--- src/rtl/core/utf16_and_single_byte_to_utf8_assert.svh ---
// Assertion macros for the UTF-16 / single-byte to UTF-8 transcoder.
// Used by the top level only; expects clk and rst_n in the including scope.
`ifndef UTF16_AND_SINGLE_BYTE_TO_UTF8_ASSERT_SVH
`define UTF16_AND_SINGLE_BYTE_TO_UTF8_ASSERT_SVH

`ifndef SYNTH
// Same-cycle implication
`define UTU8_ASSERT_IMPLY(label, ante, cons) \
    label: assert property (@(posedge clk) disable iff (!rst_n) (ante) |-> (cons)) \
        else $error("utu8 implication check failed");
// Next-cycle implication
`define UTU8_ASSERT_NEXT(label, ante, cons) \
    label: assert property (@(posedge clk) disable iff (!rst_n) (ante) |=> (cons)) \
        else $error("utu8 next-cycle check failed");
`else
`define UTU8_ASSERT_IMPLY(label, ante, cons)
`define UTU8_ASSERT_NEXT(label, ante, cons)
`endif

`endif

--- src/rtl/core/utu8_pkg.sv ---
// Shared types, constants, code tables and UTF-8 helpers for the transcoder.
// No dependencies; imported by every module of the block.
package utu8_pkg;

    // Encoding modes
    localparam logic [1:0] MODE_UTF16LE = 2'd0;
    localparam logic [1:0] MODE_UTF16BE = 2'd1;
    localparam logic [1:0] MODE_CP1252  = 2'd2;
    localparam logic [1:0] MODE_LATIN2  = 2'd3;

    // Configuration register indexes
    localparam logic [1:0] REG_ENCODING = 2'd0;
    localparam logic [1:0] REG_FATAL    = 2'd1;
    localparam logic [1:0] REG_KEEP_BOM = 2'd2;

    localparam int CP_W     = 21;
    localparam int QDEPTH   = 2;
    localparam int QPTR_W   = 1;
    localparam int QCOUNT_W = 2;

    localparam logic [15:0]     BOM_UNIT    = 16'hFEFF;
    localparam logic [CP_W-1:0] REPL_CP     = 21'h00FFFD;
    localparam logic [CP_W-1:0] SUPP_BASE   = 21'h010000;
    localparam logic [5:0]      HIGH_PREFIX = 6'b110110;
    localparam logic [5:0]      LOW_PREFIX  = 6'b110111;
    localparam logic [7:0]      LATIN2_BASE = 8'hA0;

    localparam logic [15:0] CP1252_HI [32] = '{
        16'h20AC, 16'h0081, 16'h201A, 16'h0192, 16'h201E, 16'h2026, 16'h2020, 16'h2021,
        16'h02C6, 16'h2030, 16'h0160, 16'h2039, 16'h0152, 16'h008D, 16'h017D, 16'h008F,
        16'h0090, 16'h2018, 16'h2019, 16'h201C, 16'h201D, 16'h2022, 16'h2013, 16'h2014,
        16'h02DC, 16'h2122, 16'h0161, 16'h203A, 16'h0153, 16'h009D, 16'h017E, 16'h0178
    };

    localparam logic [15:0] LATIN2_HI [96] = '{
        16'h00A0, 16'h0104, 16'h02D8, 16'h0141, 16'h00A4, 16'h013D, 16'h015A, 16'h00A7,
        16'h00A8, 16'h0160, 16'h015E, 16'h0164, 16'h0179, 16'h00AD, 16'h017D, 16'h017B,
        16'h00B0, 16'h0105, 16'h02DB, 16'h0142, 16'h00B4, 16'h013E, 16'h015B, 16'h02C7,
        16'h00B8, 16'h0161, 16'h015F, 16'h0165, 16'h017A, 16'h02DD, 16'h017E, 16'h017C,
        16'h0154, 16'h00C1, 16'h00C2, 16'h0102, 16'h00C4, 16'h0139, 16'h0106, 16'h00C7,
        16'h010C, 16'h00C9, 16'h0118, 16'h00CB, 16'h011A, 16'h00CD, 16'h00CE, 16'h010E,
        16'h0110, 16'h0143, 16'h0147, 16'h00D3, 16'h00D4, 16'h0150, 16'h00D6, 16'h00D7,
        16'h0158, 16'h016E, 16'h00DA, 16'h0170, 16'h00DC, 16'h00DD, 16'h0162, 16'h00DF,
        16'h0155, 16'h00E1, 16'h00E2, 16'h0103, 16'h00E4, 16'h013A, 16'h0107, 16'h00E7,
        16'h010D, 16'h00E9, 16'h0119, 16'h00EB, 16'h011B, 16'h00ED, 16'h00EE, 16'h010F,
        16'h0111, 16'h0144, 16'h0148, 16'h00F3, 16'h00F4, 16'h0151, 16'h00F6, 16'h00F7,
        16'h0159, 16'h016F, 16'h00FA, 16'h0171, 16'h00FC, 16'h00FD, 16'h0163, 16'h02D9
    };

    // Configuration as seen by the front end
    typedef struct packed {
        logic [1:0] encoding;
        logic       fatal;
        logic       keep_bom;
    } utu8_cfg_t;

    // Work for one item: optional replacement, optional code point,
    // optional trailing replacement, optional error beat, in that order
    typedef struct packed {
        logic            pre;
        logic            cpv;
        logic [CP_W-1:0] cp;
        logic            post;
        logic            err;
    } utu8_cmd_t;

    // Number of UTF-8 bytes minus one
    function automatic logic [1:0] utf8_len_m1(input logic [CP_W-1:0] cp);
        logic [1:0] n;
        if (cp < 21'h000080) begin
            n = 2'd0;
        end else if (cp < 21'h000800) begin
            n = 2'd1;
        end else if (cp < 21'h010000) begin
            n = 2'd2;
        end else begin
            n = 2'd3;
        end
        return n;
    endfunction

    // Byte number idx of the UTF-8 form of cp
    function automatic logic [7:0] utf8_byte(input logic [CP_W-1:0] cp, input logic [1:0] idx);
        logic [7:0] b;
        b = 8'h00;
        case (utf8_len_m1(cp))
            2'd0: b = {1'b0, cp[6:0]};
            2'd1: b = (idx == 2'd0) ? {3'b110, cp[10:6]} : {2'b10, cp[5:0]};
            2'd2:
            begin
                case (idx)
                    2'd0:    b = {4'b1110, cp[15:12]};
                    2'd1:    b = {2'b10, cp[11:6]};
                    default: b = {2'b10, cp[5:0]};
                endcase
            end
            default:
            begin
                case (idx)
                    2'd0:    b = {5'b11110, cp[20:18]};
                    2'd1:    b = {2'b10, cp[17:12]};
                    2'd2:    b = {2'b10, cp[11:6]};
                    default: b = {2'b10, cp[5:0]};
                endcase
            end
        endcase
        return b;
    endfunction

endpackage

--- src/rtl/core/utf16_and_single_byte_to_utf8.sv ---
// Transcoder from UTF-16 LE/BE, Windows-1252 or ISO-8859-2 bytes to UTF-8
// beats. The front end takes one input beat per cycle while its two-entry
// command queue has room; the back end sends one output beat per cycle while
// out_ready is high, and an item produces 0 to 6 beats (mostly 1 to 3), so
// the sustained rate is set by the output serializer. The first output beat
// of an input beat passes through the queue, the serializer's command
// register and the output register. Configuration is written through
// cfg_write_en/cfg_index/cfg_data (0 encoding, 1 fatal, 2 keep BOM) while the
// block is idle.
module utf16_and_single_byte_to_utf8
    import utu8_pkg::*;
(
    input  logic       clk,
    input  logic       rst_n,
    input  logic       cfg_write_en,
    input  logic [1:0] cfg_index,
    input  logic [1:0] cfg_data,
    input  logic       in_valid,
    output logic       in_ready,
    input  logic [7:0] in_byte,
    input  logic       has_byte,
    input  logic       last_of_call,
    input  logic       stream_call,
    output logic       out_valid,
    input  logic       out_ready,
    output logic [7:0] out_byte,
    output logic       is_error,
    output logic       last
);

`include "utf16_and_single_byte_to_utf8_assert.svh"

    utu8_cfg_t cfg_reg;
    utu8_cmd_t cmd;
    utu8_cmd_t q_data;
    logic      q_push;
    logic      q_pop;
    logic      q_full;
    logic      q_not_empty;

    // Configuration registers
    always_ff @(posedge clk or negedge rst_n)
    begin
        if (!rst_n) begin
            cfg_reg <= '0;
        end else if (cfg_write_en) begin
            unique case (cfg_index)
                REG_ENCODING: cfg_reg.encoding <= cfg_data;
                REG_FATAL:    cfg_reg.fatal    <= cfg_data[0];
                REG_KEEP_BOM: cfg_reg.keep_bom <= cfg_data[0];
                default:      cfg_reg          <= cfg_reg;
            endcase
        end
    end

    utu8_front u_front (
        .clk          (clk),
        .rst_n        (rst_n),
        .cfg          (cfg_reg),
        .in_valid     (in_valid),
        .in_ready     (in_ready),
        .in_byte      (in_byte),
        .has_byte     (has_byte),
        .last_of_call (last_of_call),
        .stream_call  (stream_call),
        .q_full       (q_full),
        .push         (q_push),
        .cmd          (cmd)
    );

    utu8_queue u_queue (
        .clk       (clk),
        .rst_n     (rst_n),
        .push      (q_push),
        .push_data (cmd),
        .pop       (q_pop),
        .pop_data  (q_data),
        .not_empty (q_not_empty),
        .full      (q_full)
    );

    utu8_back u_back (
        .clk         (clk),
        .rst_n       (rst_n),
        .q_not_empty (q_not_empty),
        .q_data      (q_data),
        .pop         (q_pop),
        .out_valid   (out_valid),
        .out_ready   (out_ready),
        .out_byte    (out_byte),
        .is_error    (is_error),
        .last        (last)
    );

    // An error beat is always the zero byte that closes its item
    `UTU8_ASSERT_IMPLY(a_err_beat_last, out_valid && is_error, last && out_byte == 8'h00)
    // The front end stalls while the queue is full
    `UTU8_ASSERT_IMPLY(a_no_accept_full, q_full, !in_ready)
    // Only commands with work enter the queue
    `UTU8_ASSERT_IMPLY(a_push_has_work, q_push, cmd.pre || cmd.cpv || cmd.post || cmd.err)
    // A pop with no push leaves room in the queue
    `UTU8_ASSERT_NEXT(a_pop_nonempty, q_pop && !q_push, !q_full)

endmodule

--- src/rtl/core/utu8_queue.sv ---
// Two-entry command queue between the front end and the byte serializer.
// Depends on utu8_pkg for the command type and depth constants.
module utu8_queue
    import utu8_pkg::*;
(
    input  logic      clk,
    input  logic      rst_n,
    input  logic      push,
    input  utu8_cmd_t push_data,
    input  logic      pop,
    output utu8_cmd_t pop_data,
    output logic      not_empty,
    output logic      full
);

    utu8_cmd_t           mem_reg [QDEPTH];
    logic [QPTR_W-1:0]   wr_ptr_reg, wr_ptr_next;
    logic [QPTR_W-1:0]   rd_ptr_reg, rd_ptr_next;
    logic [QCOUNT_W-1:0] count_reg, count_next;

    assign full      = (count_reg == QCOUNT_W'(QDEPTH));
    assign not_empty = (count_reg != '0);
    assign pop_data  = mem_reg[rd_ptr_reg];

    // Advance pointers and occupancy
    always_comb
    begin
        wr_ptr_next = push ? wr_ptr_reg + 1'b1 : wr_ptr_reg;
        rd_ptr_next = pop ? rd_ptr_reg + 1'b1 : rd_ptr_reg;
        count_next  = count_reg;
        if (push && !pop) begin
            count_next = count_reg + 1'b1;
        end else if (pop && !push) begin
            count_next = count_reg - 1'b1;
        end
    end

    always_ff @(posedge clk or negedge rst_n)
    begin
        if (!rst_n) begin
            wr_ptr_reg <= '0;
            rd_ptr_reg <= '0;
            count_reg  <= '0;
        end else begin
            wr_ptr_reg <= wr_ptr_next;
            rd_ptr_reg <= rd_ptr_next;
            count_reg  <= count_next;
        end
    end

    // Store the pushed command
    always_ff @(posedge clk)
    begin
        if (push) begin
            mem_reg[wr_ptr_reg] <= push_data;
        end
    end

endmodule

--- src/rtl/core/utu8_front.sv ---
// Front end: accepts input beats, pairs UTF-16 bytes, tracks surrogates,
// BOM and error dropping, and issues code point commands. Uses utu8_pkg.
module utu8_front
    import utu8_pkg::*;
(
    input  logic       clk,
    input  logic       rst_n,
    input  utu8_cfg_t  cfg,
    input  logic       in_valid,
    output logic       in_ready,
    input  logic [7:0] in_byte,
    input  logic       has_byte,
    input  logic       last_of_call,
    input  logic       stream_call,
    input  logic       q_full,
    output logic       push,
    output utu8_cmd_t  cmd
);

    logic        bom_checked_reg, bom_checked_next;
    logic [7:0]  held_byte_reg, held_byte_next;
    logic        held_byte_valid_reg, held_byte_valid_next;
    logic [15:0] held_high_reg, held_high_next;
    logic        held_high_valid_reg, held_high_valid_next;
    logic        dropping_reg, dropping_next;
    logic        accept;
    logic        single;
    logic        err;
    logic        skip;
    logic        is_low;
    logic        is_high;
    logic [15:0] unit;
    logic [6:0]  latin2_idx;

    assign in_ready   = !q_full;
    assign accept     = in_valid && in_ready;
    assign single     = cfg.encoding[1];
    assign latin2_idx = 7'(in_byte - LATIN2_BASE);
    assign unit       = (cfg.encoding == MODE_UTF16BE) ? {held_byte_reg, in_byte}
                                                       : {in_byte, held_byte_reg};
    assign is_low     = (unit[15:10] == LOW_PREFIX);
    assign is_high    = (unit[15:10] == HIGH_PREFIX);
    assign push       = accept && (cmd.pre || cmd.cpv || cmd.post || cmd.err);

    // Classify the beat and work out the next state
    always_comb
    begin
        bom_checked_next     = bom_checked_reg;
        held_byte_next       = held_byte_reg;
        held_byte_valid_next = held_byte_valid_reg;
        held_high_next       = held_high_reg;
        held_high_valid_next = held_high_valid_reg;
        dropping_next        = dropping_reg;
        cmd                  = '0;
        err                  = 1'b0;
        skip                 = 1'b0;

        // Single-byte modes carry nothing between beats
        if (single) begin
            held_byte_valid_next = 1'b0;
            held_byte_next       = '0;
            held_high_valid_next = 1'b0;
            held_high_next       = '0;
            bom_checked_next     = 1'b0;
        end

        if (has_byte && !dropping_reg) begin
            if (single) begin
                cmd.cpv = 1'b1;
                cmd.cp  = CP_W'(in_byte);
                if (cfg.encoding == MODE_CP1252) begin
                    if (in_byte[7:5] == 3'b100) begin
                        cmd.cp = CP_W'(CP1252_HI[in_byte[4:0]]);
                    end
                end else if (in_byte >= LATIN2_BASE) begin
                    cmd.cp = CP_W'(LATIN2_HI[latin2_idx]);
                end
            end else if (!held_byte_valid_reg) begin
                held_byte_next       = in_byte;
                held_byte_valid_next = 1'b1;
            end else begin
                held_byte_valid_next = 1'b0;
                held_byte_next       = '0;
                // Drop a leading byte-order mark unless keep_bom is set
                if (!bom_checked_reg) begin
                    bom_checked_next = 1'b1;
                    if (unit == BOM_UNIT && !cfg.keep_bom) begin
                        skip = 1'b1;
                    end
                end
                // Resolve a pending high surrogate
                if (!skip && held_high_valid_reg) begin
                    held_high_valid_next = 1'b0;
                    if (is_low) begin
                        cmd.cpv = 1'b1;
                        cmd.cp  = {1'b0, held_high_reg[9:0], unit[9:0]} + SUPP_BASE;
                        skip    = 1'b1;
                    end else if (cfg.fatal) begin
                        err  = 1'b1;
                        skip = 1'b1;
                    end else begin
                        cmd.pre = 1'b1;
                    end
                end
                if (!skip) begin
                    if (is_high) begin
                        held_high_next       = unit;
                        held_high_valid_next = 1'b1;
                    end else if (is_low) begin
                        if (cfg.fatal) begin
                            err = 1'b1;
                        end else begin
                            cmd.cpv = 1'b1;
                            cmd.cp  = REPL_CP;
                        end
                    end else begin
                        cmd.cpv = 1'b1;
                        cmd.cp  = CP_W'(unit);
                    end
                end
            end
        end

        // Close the call, or start dropping after a failure
        if (last_of_call) begin
            if (!err && !dropping_reg && !stream_call &&
                (held_byte_valid_next || held_high_valid_next)) begin
                if (cfg.fatal) begin
                    err = 1'b1;
                end else begin
                    cmd.post = 1'b1;
                end
            end
            if (!stream_call || err) begin
                held_byte_valid_next = 1'b0;
                held_byte_next       = '0;
                held_high_valid_next = 1'b0;
                held_high_next       = '0;
            end
            if (!stream_call) begin
                bom_checked_next = 1'b0;
            end
            dropping_next = 1'b0;
        end else if (err) begin
            dropping_next        = 1'b1;
            held_byte_valid_next = 1'b0;
            held_byte_next       = '0;
            held_high_valid_next = 1'b0;
            held_high_next       = '0;
        end
        cmd.err = err;
    end

    always_ff @(posedge clk or negedge rst_n)
    begin
        if (!rst_n) begin
            bom_checked_reg     <= 1'b0;
            held_byte_reg       <= '0;
            held_byte_valid_reg <= 1'b0;
            held_high_reg       <= '0;
            held_high_valid_reg <= 1'b0;
            dropping_reg        <= 1'b0;
        end else if (accept) begin
            bom_checked_reg     <= bom_checked_next;
            held_byte_reg       <= held_byte_next;
            held_byte_valid_reg <= held_byte_valid_next;
            held_high_reg       <= held_high_next;
            held_high_valid_reg <= held_high_valid_next;
            dropping_reg        <= dropping_next;
        end
    end

endmodule

--- src/rtl/core/utu8_back.sv ---
// Back end: takes commands from the queue and serializes them into UTF-8
// beats through an output register. Uses utu8_pkg helpers.
module utu8_back
    import utu8_pkg::*;
(
    input  logic       clk,
    input  logic       rst_n,
    input  logic       q_not_empty,
    input  utu8_cmd_t  q_data,
    output logic       pop,
    output logic       out_valid,
    input  logic       out_ready,
    output logic [7:0] out_byte,
    output logic       is_error,
    output logic       last
);

    utu8_cmd_t       cmd_reg, cmd_next;
    logic            active_reg, active_next;
    logic [1:0]      idx_reg, idx_next;
    logic            out_valid_reg, out_valid_next;
    logic [7:0]      out_byte_reg, out_byte_next;
    logic            is_error_reg, is_error_next;
    logic            last_reg, last_next;
    logic [CP_W-1:0] cur_cp;
    logic            err_slot;
    logic            slot_done;
    logic            finishing;
    logic            emit;
    utu8_cmd_t       rest;

    assign out_valid = out_valid_reg;
    assign out_byte  = out_byte_reg;
    assign is_error  = is_error_reg;
    assign last      = last_reg;

    // Pick the current slot and what remains after it
    always_comb
    begin
        err_slot = !cmd_reg.pre && !cmd_reg.cpv && !cmd_reg.post;
        cur_cp   = (!cmd_reg.pre && cmd_reg.cpv) ? cmd_reg.cp : REPL_CP;
        slot_done = err_slot || (idx_reg == utf8_len_m1(cur_cp));
        rest = cmd_reg;
        if (slot_done) begin
            if (cmd_reg.pre) begin
                rest.pre = 1'b0;
            end else if (cmd_reg.cpv) begin
                rest.cpv = 1'b0;
            end else if (cmd_reg.post) begin
                rest.post = 1'b0;
            end else begin
                rest.err = 1'b0;
            end
        end
        finishing = slot_done && !(rest.pre || rest.cpv || rest.post || rest.err);
        emit      = active_reg && (!out_valid_reg || out_ready);
        pop       = q_not_empty && (!active_reg || (emit && finishing));
    end

    // Advance the serializer and load the output register
    always_comb
    begin
        cmd_next       = cmd_reg;
        active_next    = active_reg;
        idx_next       = idx_reg;
        out_valid_next = out_valid_reg;
        out_byte_next  = out_byte_reg;
        is_error_next  = is_error_reg;
        last_next      = last_reg;

        if (emit) begin
            out_valid_next = 1'b1;
            out_byte_next  = err_slot ? 8'h00 : utf8_byte(cur_cp, idx_reg);
            is_error_next  = err_slot;
            last_next      = finishing;
            cmd_next       = rest;
            idx_next       = slot_done ? 2'd0 : idx_reg + 2'd1;
            if (finishing) begin
                active_next = 1'b0;
            end
        end else if (out_ready) begin
            out_valid_next = 1'b0;
        end

        if (pop) begin
            cmd_next    = q_data;
            active_next = 1'b1;
            idx_next    = 2'd0;
        end
    end

    always_ff @(posedge clk or negedge rst_n)
    begin
        if (!rst_n) begin
            cmd_reg       <= '0;
            active_reg    <= 1'b0;
            idx_reg       <= '0;
            out_valid_reg <= 1'b0;
        end else begin
            cmd_reg       <= cmd_next;
            active_reg    <= active_next;
            idx_reg       <= idx_next;
            out_valid_reg <= out_valid_next;
        end
    end

    // Hold beat payload
    always_ff @(posedge clk)
    begin
        out_byte_reg <= out_byte_next;
        is_error_reg <= is_error_next;
        last_reg     <= last_next;
    end

endmodule

--- config.mk ---
export PLATFORM = sky130hd
export DESIGN_NAME = utf16_and_single_byte_to_utf8
export DESIGN_NICKNAME = d
export VERILOG_FILES = /design/src/rtl/core/utu8_pkg.sv /design/src/rtl/core/utf16_and_single_byte_to_utf8.sv /design/src/rtl/core/utu8_queue.sv /design/src/rtl/core/utu8_front.sv /design/src/rtl/core/utu8_back.sv
export VERILOG_INCLUDE_DIRS = /design/src /design/src/rtl/core
export SDC_FILE = /design/constraint.sdc
export NUM_CORES = 1
export LEC_CHECK = 0
export BUFFER_PORTS_ARGS = -buffer_cell sky130_fd_sc_hd__buf_2
export CORE_UTILIZATION = 29
export CTS_CLUSTER_DIAMETER = 60
export DETAILED_ROUTE_END_ITERATION = 6
export SYNTH_ARGS = -nofsm -noshare
export SYNTH_HDL_FRONTEND = slang
export SYNTH_SLANG_ARGS = --single-unit
--- constraint.sdc ---
create_clock -name clk -period 12.5 [get_ports clk]
set_clock_uncertainty 0.15 [all_clocks]
set_input_delay 1.25 -clock clk [delete_from_list [all_inputs] [get_ports clk]]
set_output_delay 1.25 -clock clk [all_outputs]
set_load 0.03 [all_outputs]
==> results of run 1 <==
how the worst max path moves through the flow:
stage / from / end / slack [ns] / cells past startpoint
floorplan: in_byte[4] / u_queue.mem_reg[0][0]$_DFFE_PP_ / 7.25 / 8
global placement: in_byte[3] / u_queue.count_reg[1]$_DFFE_PN0P_ / 6.83 / 13
detailed placement: in_byte[3] / u_queue.count_reg[1]$_DFFE_PN0P_ / 6.77 / 12
CTS: in_byte[3] / u_queue.count_reg[1]$_DFFE_PN0P_ / 7.17 / 12
global route: in_byte[3] / u_queue.count_reg[1]$_DFFE_PN0P_ / 6.64 / 13
finish: in_byte[3] / u_queue.count_reg[1]$_DFFE_PN0P_ / 7.03 / 12
power by group:
group	internal [uW]	total [uW]	switching (uW)
clock network	324	510	186
registers	526	654	127
logic	288	664	377
total	1140	1830	690
cell families (layout without fill, tap and decap cells):
family | Yosys count | count (layout) | share of synthesized area, %
DFF | 119 | 119 | 40.1
AOI/OAI and AO/OA | 285 | 285 | 23.4
and+or+nand+nor | 290 | 290 | 17.4
adders and majority gates | 20 | 20 | 3.06
buffers and inverters | 93 | 90 | 4.53
muxes | 70 | 70 | 10.6
xor gates and xnor gates | 8 | 8 | 0.857
worst reg2reg max path: stages, from the launching register on:
cell,delay (ns)
dfrtp_1,0.69
nor2b_1,0.92
mux2i_1,0.47
o21ai_0,0.29
nor2_1,0.68
o22ai_1,0.44
o21ai_1,0.51
a21oi_1,0.14
ha_1,0.33
nor2_1,0.14
xor2_1,0.14
metal layers:
layer / global-route usage (%) / vias to the layer above / wire, um
met4: 5.52 / 0 / 506
li1: - / 3319 / -
met2: 24.7 / 322 / 10000
met3: 2.37 / 45 / 1450
met1: 21.8 / 3389 / 10600
met5: 0 / - / 0
final cells by class:
class | instances | share of cell area (%)
Clock buffer | 20 | 5.32
Clock inverter | 12 | 1.43
Inverter | 20 | 0.816
Multi-Input combinational cell | 673 | 49.4
Sequential cell | 119 | 35.6
Tap cell | 378 | 5.14
Timing Repair Buffer | 38 | 2.26
metrics by stage:
step	worst slack, ns	cells	util [%]	instance area, um2	power, uW
floorplan	7.25	885	-	8170	1150
global placement	6.83	1228	30.9	8580	1310
detailed placement	6.77	1228	30.9	8580	1310
CTS	7.17	1260	33.1	9200	1830
global route	6.64	1260	33.1	9200	1930
finish	7.03	1260	33.1	9200	1830
synth_stat cells, types with 10 or more instances:
master	instances	area, um2
nand2_1	82	308
nor2_1	66	248
a21oi_1	65	325
o21ai_0	62	310
edfxtp_1	60	1800
clkbuf_1	59	221
dfrtp_1	59	1480
nand3_1	35	175
mux2_2	32	360
o211ai_1	21	158
ha_1	20	250
nand2b_1	20	125
mux2i_1	19	190
a31oi_1	18	113
inv_1	18	67.6
nor3_1	17	85.1
a211oi_1	15	113
mux2_4	15	225
a311oi_1	14	123
nor2b_1	13	81.3
a22o_1	10	87.6
==> impl_metrics.xml, run 1 <==
<?xml version="1.0" encoding="UTF-8"?>
<metrics>
  <group name="critical_path">
    <metric name="critical_path_at" unit="ns">5.65</metric>
    <metric name="critical_path.most_common_cell" unit="">nor2_1</metric>
    <metric name="r2r.worst_path.cells" unit="">10</metric>
    <metric name="cpPeakStageDelay" unit="ns">0.67</metric>
    <metric name="worst_r2r_endpoint" unit="">u_queue.count_reg[1]$_DFFE_PN0P_</metric>
    <metric name="worst-path-buf-inv" unit="">3</metric>
    <metric name="critPathRequiredTime" unit="ns">12.68</metric>
    <metric name="slowest_stage" unit="">nor2_1</metric>
    <metric name="critical_path.cell_chain" unit="">buf_2 -&gt; buf_4 -&gt; inv_1 -&gt; o31ai_2 -&gt; o2111ai_1 -&gt; nor2_1 -&gt; o22ai_1 -&gt; o21ai_1 -&gt; a21oi_1 -&gt; ha_1 -&gt; nor2_1 -&gt; xor2_1</metric>
    <metric name="timing.critical_path.from_type" unit="">primary input</metric>
    <metric name="cp-end-kind" unit="">flop</metric>
    <metric name="reg2reg_slack" unit="ns">7.51</metric>
    <metric name="cp_top_family" unit="">compound AO/OA/AOI/OAI gates</metric>
    <metric name="r2r_start" unit="">cfg_reg[2]$_DFFE_PN0P_</metric>
    <metric name="critical_path.max_fanout" unit="">69</metric>
    <metric name="critPathKind" unit="">in -&gt; reg</metric>
  </group>
  <group name="cells_and_area">
    <metric name="insertedDiodeCount" unit="">0</metric>
    <metric name="layout-area-overhead-vs-synth" unit="%">12.6</metric>
    <metric name="total_number_of_nets_in_the_final_design" unit="">909</metric>
    <metric name="regArea" unit="um2">3280</metric>
    <metric name="final_common_cell" unit="">nand2_1</metric>
    <metric name="fillerInstances" unit="">2883</metric>
    <metric name="multiInputGateArea" unit="um2">4550</metric>
    <metric name="largest_register_ff_count" unit="">50</metric>
    <metric name="drive_above_1_share" unit="%">15.6</metric>
    <metric name="most-common-layout-cells" unit="">nand2_1, nor2_1, a21oi_1, o21ai_0, edfxtp_1</metric>
  </group>
  <group name="sta">
    <metric name="finalCritPeriodShare" unit="%">43.8</metric>
    <metric name="fmax" unit="MHz">183</metric>
    <metric name="final-hold-violation-count" unit="">0</metric>
    <metric name="grt_setup_unrepaired" unit="">false</metric>
    <metric name="slew_violations" unit="">0</metric>
    <metric name="period_needed" unit="ns">5.47</metric>
    <metric name="finalSetupViolCount" unit="">0</metric>
    <metric name="setup-tns-final" unit="ns">0</metric>
    <metric name="worstMarginPinSlew" unit="ns">1.20</metric>
    <metric name="slew_headroom" unit="%">19.3</metric>
    <metric name="worst_hold_slack" unit="ns">0.339</metric>
  </group>
  <group name="die">
    <metric name="die_width" unit="um">170</metric>
    <metric name="num_rows" unit="">61</metric>
    <metric name="design.die.area" unit="um2">28900</metric>
    <metric name="pin_count" unit="">32</metric>
    <metric name="start_util" unit="%">29.4</metric>
    <metric name="die_height" unit="um">170</metric>
    <metric name="core" unit="um2">27800</metric>
  </group>
  <group name="job">
    <metric name="maxCapViolations" unit="">0</metric>
  </group>
  <group name="pwr">
    <metric name="power.leakage" unit="uW">0.00336</metric>
    <metric name="ir_drop" unit="uV">99.9</metric>
    <metric name="power-per-cell-area" unit="nW/um2">199</metric>
  </group>
  <group name="clock_network">
    <metric name="clock-root-buffer" unit="">clkbuf_16</metric>
    <metric name="cts_sinks" unit="">119</metric>
    <metric name="tritoncts" unit="">built</metric>
    <metric name="cts_made_buffers" unit="">17</metric>
    <metric name="cts_repair_resize_count" unit="">0</metric>
    <metric name="maximum_level_of_the_cts_h_tree" unit="">4</metric>
    <metric name="post-cts-setup-buffer-count" unit="">0</metric>
    <metric name="clkLatencyLatePin" unit="ns">0.41</metric>
    <metric name="clk_path_buf_depth" unit="">2</metric>
    <metric name="clk_pin_slew" unit="ns">0.06</metric>
    <metric name="cts_hold_buf" unit="">0</metric>
  </group>
  <group name="drt">
    <metric name="dr_pass1_iterations" unit="">6</metric>
    <metric name="detailedRoute.firstIterationViolations" unit="">787</metric>
    <metric name="vias" unit="">7075</metric>
    <metric name="detail_route.wirelength" unit="um">22600</metric>
    <metric name="drt-wirelength-per-cell" unit="um">17.9</metric>
    <metric name="detail_route.drc_violations" unit="">0</metric>
    <metric name="detail-route-antenna-nets" unit="">0</metric>
    <metric name="routed_via_density" unit="">5.62</metric>
  </group>
  <group name="global_route">
    <metric name="global_route_wire_length_before_repair" unit="um">35800</metric>
    <metric name="overflow" unit="">0</metric>
    <metric name="maximum_number_of_pins_on_one_net_before_global_route_repair" unit="">72</metric>
    <metric name="grt_util_all_layers" unit="%">15.7</metric>
    <metric name="grt_pass1_vias" unit="">6568</metric>
    <metric name="grt_antenna_before_repair" unit="">0</metric>
  </group>
  <group name="yosys">
    <metric name="postSynth.topFlopCell" unit="">edfxtp_1</metric>
    <metric name="yosysWarnings" unit="">0</metric>
    <metric name="postSynthRegisterBits" unit="">119</metric>
    <metric name="post_synth_edffs" unit="">60</metric>
    <metric name="synth.lib_cells_used.distinct" unit="">79</metric>
    <metric name="fraction_of_registers_with_async_set_or_reset_after_synthesis" unit="%">49.6</metric>
    <metric name="synthCells" unit="">885</metric>
    <metric name="synth.avg_cell_area" unit="um2">9.23</metric>
    <metric name="synth.yosys.seq_area_share" unit="%">40.1</metric>
    <metric name="syn-num-nets" unit="">925</metric>
    <metric name="post_synth_instance_area" unit="um2">8170</metric>
  </group>
  <group name="place">
    <metric name="place.gp.congestion" unit="">0.919</metric>
    <metric name="hpwl_after_detailed_placement" unit="um">15500</metric>
    <metric name="portBuffers" unit="">31</metric>
  </group>
  <group name="min_path">
    <metric name="hold_path_startpoint" unit="">u_front.held_high_reg[4]$_DFFE_PN0P_</metric>
    <metric name="min-delay-path-class" unit="">reg -&gt; reg</metric>
    <metric name="whs_path_depth" unit="">2</metric>
    <metric name="holdPathEnd" unit="">u_front.held_high_reg[4]$_DFFE_PN0P_</metric>
  </group>
  <group name="run_status">
    <metric name="status" unit="">completed</metric>
  </group>
</metrics>
Power figures use the tool's default switching activity.
==> run 2: changes to the inputs <==
- clock period: 12.5 -> 5.7 ns (I/O delays scaled with it)
==> run 2 against run 1 <==
Net effect:
- sequential cell count unchanged
- non-clock buffer count increased by 5
- clock power increased by 120%
- first-iteration DRC count increased by 37%
- sequential power increased by 120%
- largest power group unchanged
- wire length about the same
- cell count increased by 0.40%
- highest routed layer unchanged
- via count increased by 0.65%
- sequential share of layout area decreased by 0.13 points
- the flow now finishes with violations (design-rule violations)
- final area increased by 0.35%
- core utilization increased by 0.12 points
==> impl_metrics.xml, run 2 (synthesis gave the netlist of run 1 again) <==
<?xml version="1.0" encoding="UTF-8"?>
<metrics>
  <group name="global_route">
    <metric name="grt_antenna_before_repair" unit="">0</metric>
    <metric name="grt_util_all_layers" unit="%">15.8</metric>
    <metric name="global_route_wire_length_before_repair" unit="um">36200</metric>
    <metric name="overflow" unit="">0</metric>
    <metric name="grt_pass1_vias" unit="">6578</metric>
    <metric name="maximum_number_of_pins_on_one_net_before_global_route_repair" unit="">64</metric>
  </group>
  <group name="place">
    <metric name="placed_cells" unit="">1233</metric>
    <metric name="pre_cts_slack" unit="ns">1.15</metric>
    <metric name="portBuffers" unit="">31</metric>
    <metric name="total_placed_instance_area" unit="um2">8620</metric>
    <metric name="place.gp.congestion" unit="">0.947</metric>
    <metric name="hpwl_after_detailed_placement" unit="um">15800</metric>
  </group>
  <group name="sta">
    <metric name="final-hold-violation-count" unit="">0</metric>
    <metric name="setup-tns-final" unit="ns">0</metric>
    <metric name="slew_violations" unit="">0</metric>
    <metric name="worstMarginPinSlew" unit="ns">1.14</metric>
    <metric name="grt_setup_unrepaired" unit="">false</metric>
    <metric name="finalCritPeriodShare" unit="%">83.0</metric>
    <metric name="worst_slack" unit="ns">0.968</metric>
    <metric name="period_needed" unit="ns">4.73</metric>
    <metric name="fmax" unit="MHz">211</metric>
    <metric name="finalSetupViolCount" unit="">0</metric>
    <metric name="slew_headroom" unit="%">23.8</metric>
  </group>
  <group name="clock_network">
    <metric name="cts_sinks" unit="">119</metric>
    <metric name="cts_hold_buf" unit="">0</metric>
    <metric name="tritoncts" unit="">built</metric>
    <metric name="maximum_level_of_the_cts_h_tree" unit="">4</metric>
    <metric name="cts_repair_resize_count" unit="">0</metric>
    <metric name="clk_pin_slew" unit="ns">0.06</metric>
    <metric name="cts_made_buffers" unit="">17</metric>
    <metric name="clock-root-buffer" unit="">clkbuf_16</metric>
    <metric name="post-cts-setup-buffer-count" unit="">0</metric>
    <metric name="clk_path_buf_depth" unit="">2</metric>
    <metric name="clkLatencyLatePin" unit="ns">0.41</metric>
  </group>
  <group name="cells_and_area">
    <metric name="final_common_cell" unit="">nand2_1</metric>
    <metric name="layout-area-overhead-vs-synth" unit="%">13.0</metric>
    <metric name="drive_above_1_share" unit="%">16.1</metric>
    <metric name="most-common-layout-cells" unit="">nand2_1, nor2_1, a21oi_1, o21ai_0, edfxtp_1</metric>
    <metric name="total_number_of_nets_in_the_final_design" unit="">914</metric>
    <metric name="layout.cells.non_filler" unit="">1265</metric>
    <metric name="fin_area" unit="um2">9240</metric>
    <metric name="insertedDiodeCount" unit="">0</metric>
    <metric name="largest_register_ff_count" unit="">50</metric>
  </group>
  <group name="critical_path">
    <metric name="timing.critical_path.from_type" unit="">flop</metric>
    <metric name="critPathRequiredTime" unit="ns">5.88</metric>
    <metric name="worst-path-buf-inv" unit="">0</metric>
    <metric name="cp-end-kind" unit="">flop</metric>
    <metric name="cpPeakStageDelay" unit="ns">0.73</metric>
    <metric name="critPathKind" unit="">reg -&gt; reg</metric>
    <metric name="critical_path.max_fanout" unit="">24</metric>
    <metric name="critical_path_at" unit="ns">4.92</metric>
    <metric name="critical_path.cell_chain" unit="">nand2b_1 -&gt; mux2i_1 -&gt; o2111ai_1 -&gt; nor2_1 -&gt; o22ai_1 -&gt; o21ai_1 -&gt; a21oi_1 -&gt; ha_1 -&gt; xor2_1 -&gt; nor2_1 -&gt; xor2_1</metric>
    <metric name="slowest_stage" unit="">nand2b_1</metric>
    <metric name="cp_top_family" unit="">simple AND/OR/NAND/NOR gates</metric>
  </group>
  <group name="pwr">
    <metric name="pwr-share-seq" unit="%">35.7</metric>
    <metric name="clockPowerShare" unit="%">27.7</metric>
    <metric name="internal-power" unit="uW">2490</metric>
    <metric name="combinationalPowerShare" unit="%">36.6</metric>
    <metric name="power-per-cell-area" unit="nW/um2">434</metric>
    <metric name="ir_drop" unit="uV">214</metric>
    <metric name="p_switching" unit="uW">1510</metric>
    <metric name="power.leakage" unit="uW">0.00338</metric>
    <metric name="switching_share" unit="%">37.8</metric>
  </group>
  <group name="die">
    <metric name="num_rows" unit="">61</metric>
    <metric name="start_util" unit="%">29.4</metric>
    <metric name="design.die.area" unit="um2">28900</metric>
    <metric name="die_width" unit="um">170</metric>
    <metric name="core" unit="um2">27800</metric>
    <metric name="pin_count" unit="">32</metric>
    <metric name="die_height" unit="um">170</metric>
  </group>
  <group name="run_status">
    <metric name="status" unit="">complete, but fails checks</metric>
    <metric name="failed_checks" unit="">design-rule violations</metric>
  </group>
  <group name="drt">
    <metric name="detail_route.drc_violations" unit="">18</metric>
    <metric name="dr_pass1_iterations" unit="">7</metric>
    <metric name="drt-wirelength-per-cell" unit="um">17.8</metric>
    <metric name="routed_via_density" unit="">5.63</metric>
    <metric name="detail-route-antenna-nets" unit="">0</metric>
    <metric name="detailedRoute.firstIterationViolations" unit="">1082</metric>
    <metric name="vias" unit="">7121</metric>
    <metric name="detail_route.wirelength" unit="um">22600</metric>
  </group>
  <group name="min_path">
    <metric name="min-delay-path-class" unit="">in -&gt; async</metric>
  </group>
  <group name="job">
    <metric name="maxCapViolations" unit="">0</metric>
  </group>
</metrics>
[run 2: cell count changes in the layout (fill, tap and decap cells not counted), sizes merged]
cell,previous run,this run
inv,25,23
clkinv,4,5
buf,38,43
clkinvlp,1,2
[run 2: area by class of cell]
cell class / count / area (um2)
fill: 2907 / 18500
clock buffer: 20 / 479
tap: 378 / 473
inverter: 20 / 75.1
multi-input combinational: 673 / 4550
clock inverter: 12 / 136
sequential: 119 / 3280
timing repair buffer: 43 / 245
[run 2: power by group through the flow]
stage	sequential [uW]	combinational (uW)	clock [uW]
finish	1430	1470	1110
global route	1460	1610	1160
CTS	1430	1460	1120
detailed placement	1440	1450	0
global placement	1440	1450	0
floorplan	1370	1140	0
[run 2: worst paths after layout]
path,startpoint,end,slack (ns),cells past startpoint
setup / recovery,cfg_reg[3]$_DFFE_PN0P_,u_queue.count_reg[1]$_DFFE_PN0P_,0.97,11
hold / removal,rst_n,u_back.idx_reg[1]$_DFFE_PN0P_,0.15,2
setup reg to reg,cfg_reg[3]$_DFFE_PN0P_,u_queue.count_reg[1]$_DFFE_PN0P_,0.97,11
hold reg to reg,u_front.held_high_reg[4]$_DFFE_PN0P_,u_front.held_high_reg[4]$_DFFE_PN0P_,0.33,2
max in group asynchronous,rst_n,u_front.held_byte_reg[7]$_DFFE_PN0P_,4.70,2
min in group clk,last_of_call,u_front.dropping_reg$_DFFE_PN0P_,0.21,2
[run 2: layer usage]
metal	vias up	part of all wire, %	track usage, %
li1	3323	-	-
met1	3388	47	22.7
met2	351	43	23.9
met3	59	7.1	2.74
met4	0	2.5	5.37
met5	-	0	0
[run 2: metrics by stage]
step,power [uW],utilization (%),hold WS [ns]
3_3_place_gp,2880,31.0,0.314
5_1_grt,4230,33.2,0.202
2_1_floorplan,2510,-,0.124
6_report,4010,33.2,0.152
4_1_cts,4010,33.2,0.201
3_5_place_dp,2890,31.0,0.324
[run 2: worst reg2reg max path: cells and delay by family, from the launching register on]
kind	cells	cell delay [ns]
AOI/OAI and AO/OA	4	1.38
xor gates and xnor gates	2	0.29
adders and majority gates	1	0.22
DFF	1	0.69
muxes	1	0.37
and+or+nand+nor	3	1.58
